<file path="src/rtl/assert_macros.svh">
// ----------------------------------------------------------------------------
// Assertion macros
// Shared assertion wrappers; define NO_ASSERTIONS to compile them away.
// ----------------------------------------------------------------------------
`ifndef ASSERT_MACROS_SVH
`define ASSERT_MACROS_SVH
`ifndef NO_ASSERTIONS
`define RRI_ASSERT(lbl, clk, rstn, prop, msg) \
  lbl: assert property (@(posedge clk) disable iff (!rstn) prop) else $error(msg);
`define RRI_ASSERT_NORST(lbl, clk, prop, msg) \
  lbl: assert property (@(posedge clk) prop) else $error(msg);
`else
`define RRI_ASSERT(lbl, clk, rstn, prop, msg)
`define RRI_ASSERT_NORST(lbl, clk, prop, msg)
`endif
`endif

</file>
<file path="src/rtl/rri_divider.sv">
// ----------------------------------------------------------------------------
// Ray/rectangle pipelined divider
// Restoring division, one quotient bit per stage, with an overflow flag.
// ----------------------------------------------------------------------------
module rri_divider #(
  parameter int unsigned NW = 61,
  parameter int unsigned DW = 39,
  parameter int unsigned QW = 24,
  parameter int unsigned SW = 22
) (
  input  logic          clk_i,
  input  logic          rst_ni,
  input  logic          en_i,
  input  logic          valid_i,
  input  logic [NW-1:0] dividend_i,
  input  logic [DW-1:0] divisor_i,
  input  logic [SW-1:0] side_i,
  output logic          valid_o,
  output logic [QW-1:0] quot_o,
  output logic          ovf_o,
  output logic [SW-1:0] side_o
);

  localparam int unsigned CW = (NW > DW + QW) ? NW : DW + QW;
  localparam int unsigned RW = DW + 1;

  logic [QW:0]   valid_q;
  logic          ovf_q  [QW+1];
  logic [RW-1:0] rem_q  [QW+1];
  logic [QW-1:0] low_q  [QW+1];
  logic [QW-1:0] quo_q  [QW+1];
  logic [DW-1:0] dvs_q  [QW+1];
  logic [SW-1:0] side_q [QW+1];

  logic          ovf_d;
  logic [RW-1:0] rem0_d;

  // When the quotient fits in QW bits the top part is already below the divisor.
  always_comb begin
    ovf_d  = CW'(dividend_i) >= (CW'(divisor_i) << QW);
    rem0_d = RW'(CW'(dividend_i) >> QW);
  end

  always_ff @(posedge clk_i or negedge rst_ni) begin
    if (!rst_ni) begin
      valid_q <= '0;
    end else if (en_i) begin
      valid_q <= {valid_q[QW-1:0], valid_i};
    end
  end

  always_ff @(posedge clk_i) begin
    if (en_i) begin
      ovf_q[0]  <= ovf_d;
      rem_q[0]  <= rem0_d;
      low_q[0]  <= dividend_i[QW-1:0];
      quo_q[0]  <= '0;
      dvs_q[0]  <= divisor_i;
      side_q[0] <= side_i;
    end
  end

  for (genvar k = 1; k <= QW; k++) begin : g_step
    logic [RW-1:0] trial;
    logic          ge;
    logic [RW-1:0] rem_d;

    always_comb begin
      trial = {rem_q[k-1][DW-1:0], low_q[k-1][QW-1]};
      ge    = trial >= {1'b0, dvs_q[k-1]};
      rem_d = ge ? trial - {1'b0, dvs_q[k-1]} : trial;
    end

    always_ff @(posedge clk_i) begin
      if (en_i) begin
        ovf_q[k]  <= ovf_q[k-1];
        rem_q[k]  <= rem_d;
        low_q[k]  <= {low_q[k-1][QW-2:0], 1'b0};
        quo_q[k]  <= {quo_q[k-1][QW-2:0], ge};
        dvs_q[k]  <= dvs_q[k-1];
        side_q[k] <= side_q[k-1];
      end
    end
  end

  assign valid_o = valid_q[QW];
  assign quot_o  = quo_q[QW];
  assign ovf_o   = ovf_q[QW];
  assign side_o  = side_q[QW];

endmodule

</file>
<file path="config.mk">
export PLATFORM = sky130hd
export DESIGN_NAME = rri_divider
export DESIGN_NICKNAME = d
export VERILOG_FILES = /design/src/rtl/assert_macros.svh /design/src/rtl/rri_divider.sv
export SDC_FILE = /design/constraint.sdc
export NUM_CORES = 2
export LEC_CHECK = 0
export ABC_AREA = 0
export ABC_CLOCK_PERIOD_IN_PS = 4000
export BUFFER_PORTS_ARGS = -buffer_cell sky130_fd_sc_hd__clkbuf_2
export CAP_MARGIN = 30
export CORE_MARGIN = 10
export CORE_UTILIZATION = 29
export CTS_BUF_LIST = sky130_fd_sc_hd__clkbuf_16
export DETAILED_ROUTE_END_ITERATION = 8
export GPL_ROUTABILITY_DRIVEN = 0
export PLACE_DENSITY = 0.55
export SETUP_SLACK_MARGIN = 0.02
export SLEW_MARGIN = 20
export SYNTH_ARGS = -nofsm -noshare
export SYNTH_HDL_FRONTEND = slang
export SYNTH_SLANG_ARGS = --single-unit
</file>
<file path="constraint.sdc">
create_clock -name clk_i -period 4 [get_ports clk_i]
set_input_delay 0.4 -clock clk_i [delete_from_list [all_inputs] [get_ports clk_i]]
set_output_delay 0.4 -clock clk_i [all_outputs]
set_load 0.01 [all_outputs]
</file>
==> impl_metrics.json <==
{
  "outcome": "finished, final reports clean",
  "seq_area_frac_synth": 0.587,
  "fin_nets": 15000,
  "synth_ff_type": "edfxtp_1",
  "clock-skew-final_ns": 0.0644,
  "initial_core_util": 0.291,
  "synth.area.top_cells": "edfxtp_1, ha_1, a21oi_1",
  "dr.pass1.iters": 6,
  "core-area_um2": 540000,
  "vias": 100000,
  "synth_top_cell_by_area": "edfxtp_1",
  "cts.htree.levels": 5,
  "fin_ws_ns": 0.130,
  "grt_antenna_before_repair": 8,
  "drt-vias-per-instance": 4.69,
  "clock_sinks": 3070,
  "grt.total_usage": 0.113,
  "place_hpwl_mm": 252,
  "ys_ff_latch": 3070,
  "fp.dieH_um": 756,
  "critical_path_class": "reg2reg",
  "avgSynthCellArea_um2": 11.8,
  "antenna_left": 0,
  "wl_per_cell_um": 15.9,
  "period_share": 0.967,
  "crit_fanout": 14,
  "worst_pin_slew_ns": 0.925,
  "clk_latency_ns": 0.97,
  "syn_area_um2": 157000,
  "io_buffers": 173,
  "area_growth_pct": 15.8,
  "holdWs_ns": 0.0798,
  "reg2regPathDepth": 12,
  "grt_pass1_wl_mm": 533,
  "finalSetupTns_ns": 0,
  "yosys.area.top_type_share": 0.583,
  "required_ns": 4.69,
  "dieArea_um2": 571000,
  "first_global_vias": 102000,
  "place_area_um2": 169000,
  "power.density_nw_per_um2": 775,
  "drv_cap": 0,
  "rows": 270,
  "finalNonFillerCells": 21400,
  "final_util": 0.336,
  "ys_types": 97,
  "p_leak_nw": 71.9,
  "hold_class": "in2async",
  "wl_mm": 339,
  "final.min_clock_period_ns": 3.87,
  "design_area_um2": 182000,
  "setup_viol": 0,
  "synth_warnings": 0,
  "synth_common_cells": "edfxtp_1, inv_1, a21oi_1",
  "die_x_um": 756,
  "async_flop_share": 0.00814,
  "clk_pin_slew_worst_paths_ns": 0.06,
  "timing_hold_violations_final": 0,
  "syn_nets": 14400,
  "dp_cells": 20600,
  "clockRootBuffer": "clkbuf_16",
  "rsz0062_at_grt": "false",
  "finalMaxSlewViolations": 0,
  "start_kind": "register",
  "num_io_pins": 174,
  "cts_made_buffers": 357,
  "grt_max_degree": 124,
  "tritoncts": "built",
  "synth.most_common_cell": "edfxtp_1",
  "clockBufferDepth": 4,
  "max_slew_margin": 0.377,
  "worstSetupEndpointType": "register",
  "synthCells": 13300,
  "first_iter_violations": 5385,
  "layout-drive-gt1-share": 0.100,
  "worstPathArrival_ns": 4.56,
  "fmax_mhz": 258,
  "grt.overflow.total": 0,
  "preCtsSetupSlack_ns": 0.0813,
  "synth_edf_count": 3045,
  "drc": 0,
  "peakVddDrop_v": 0.000531,
  "finalPower_mw": 141
}
==> path summary, 6_finish.rpt <==
| kind | from | endpoint | slack [ns] |
|---|---|---|---|
| min | rst_ni | valid_q[6] | 0.08 |
| max in group asynchronous | rst_ni | valid_q[12] | 3.55 |
| max | dvs_q[0][117] | rem_q[0][184] | 0.13 |
| min reg2reg | side_q[1][63] | side_q[1][85] | 0.39 |
| max reg2reg | dvs_q[0][117] | rem_q[0][184] | 0.13 |
| min in group clk_i | side_i[16] | side_q[0][16] | 0.16 |
==> cell type report <==
class                           instances  area [um^2]
Fill cell                           53600       358000
Sequential cell                      3070        92100
Multi-Input combinational cell       8553        58800
Clock buffer                          361         9030
Tap cell                             7208         9020
Timing Repair Buffer                  695         5950
Inverter                             1176         4420
Clock inverter                        280         2280
Antenna cell                           32         80.1
==> power by group <==
| part | internal [mW] | switching, mW | total, mW |
|---|---|---|---|
| Clock | 18.1 | 13.2 | 31.3 |
| Combinational | 25.9 | 34.7 | 60.6 |
| Sequential | 45.3 | 3.58 | 48.9 |
==> cell families after synthesis <==
| family | synth area share |
|---|---|
| AOI/OAI and AO/OA | 0.140 |
| buffers and inverters | 0.0406 |
| muxes | 0.0213 |
| xor gates and xnor gates | 0.0428 |
| adders and majority gates | 0.0804 |
| DFF | 0.587 |
| and+or+nand+nor | 0.0879 |
==> layer usage <==
layer | GRT usage | routed length, um | vias up
met3 | 0.0149 | 10900 | 1034
li1 | - | - | 50100
met2 | 0.213 | 173000 | 2009
met4 | 0.0753 | 25500 | 0
met1 | 0.117 | 130000 | 47100
met5 | 0 | 0 | -
==> state kept, by name (all words and copies together), names as in the netlist <==
register / count
dvs_q: 936
low_q: 300
ovf_q: 25
quo_q: 300
rem_q: 934
side_q: 550
valid_q: 25
==> placed cells by master, fill, tap and decap left out, drive strengths merged, types with 145 or more instances in the layout <==
master / n
a21o: 574
a21oi: 1069
buf: 396
clkbuf: 535
clkinv: 156
edfxtp: 3045
ha: 972
inv: 1261
mux2: 273
nand2: 1045
nand3: 187
nand4: 210
nor2: 742
nor3: 145
o21ai: 959
xnor2: 440
xor2: 326
==> worst max-delay path, stage by stage (launching register included) <==
cell	delay [ns]
edfxtp_1	0.41
ha_1	0.24
fa_1	0.40
nor2b_1	0.12
o21ai_0	0.12
a21oi_1	0.29
o22ai_1	0.17
a311o_1	0.42
a21oi_1	0.32
o31a_1	0.36
nor2_4	0.14
inv_1	0.24
mux2_2	0.37
==> what timing repair did <==
action                                 4_1_cts  5_1_grt
setup endpoints to repair                    0      192
hold buffers                               126        0
endpoints found under the hold margin      177        0
setup buffers                                0        1
resized for setup                            0       25
No activity file was read; power rests on OpenSTA's default activity.
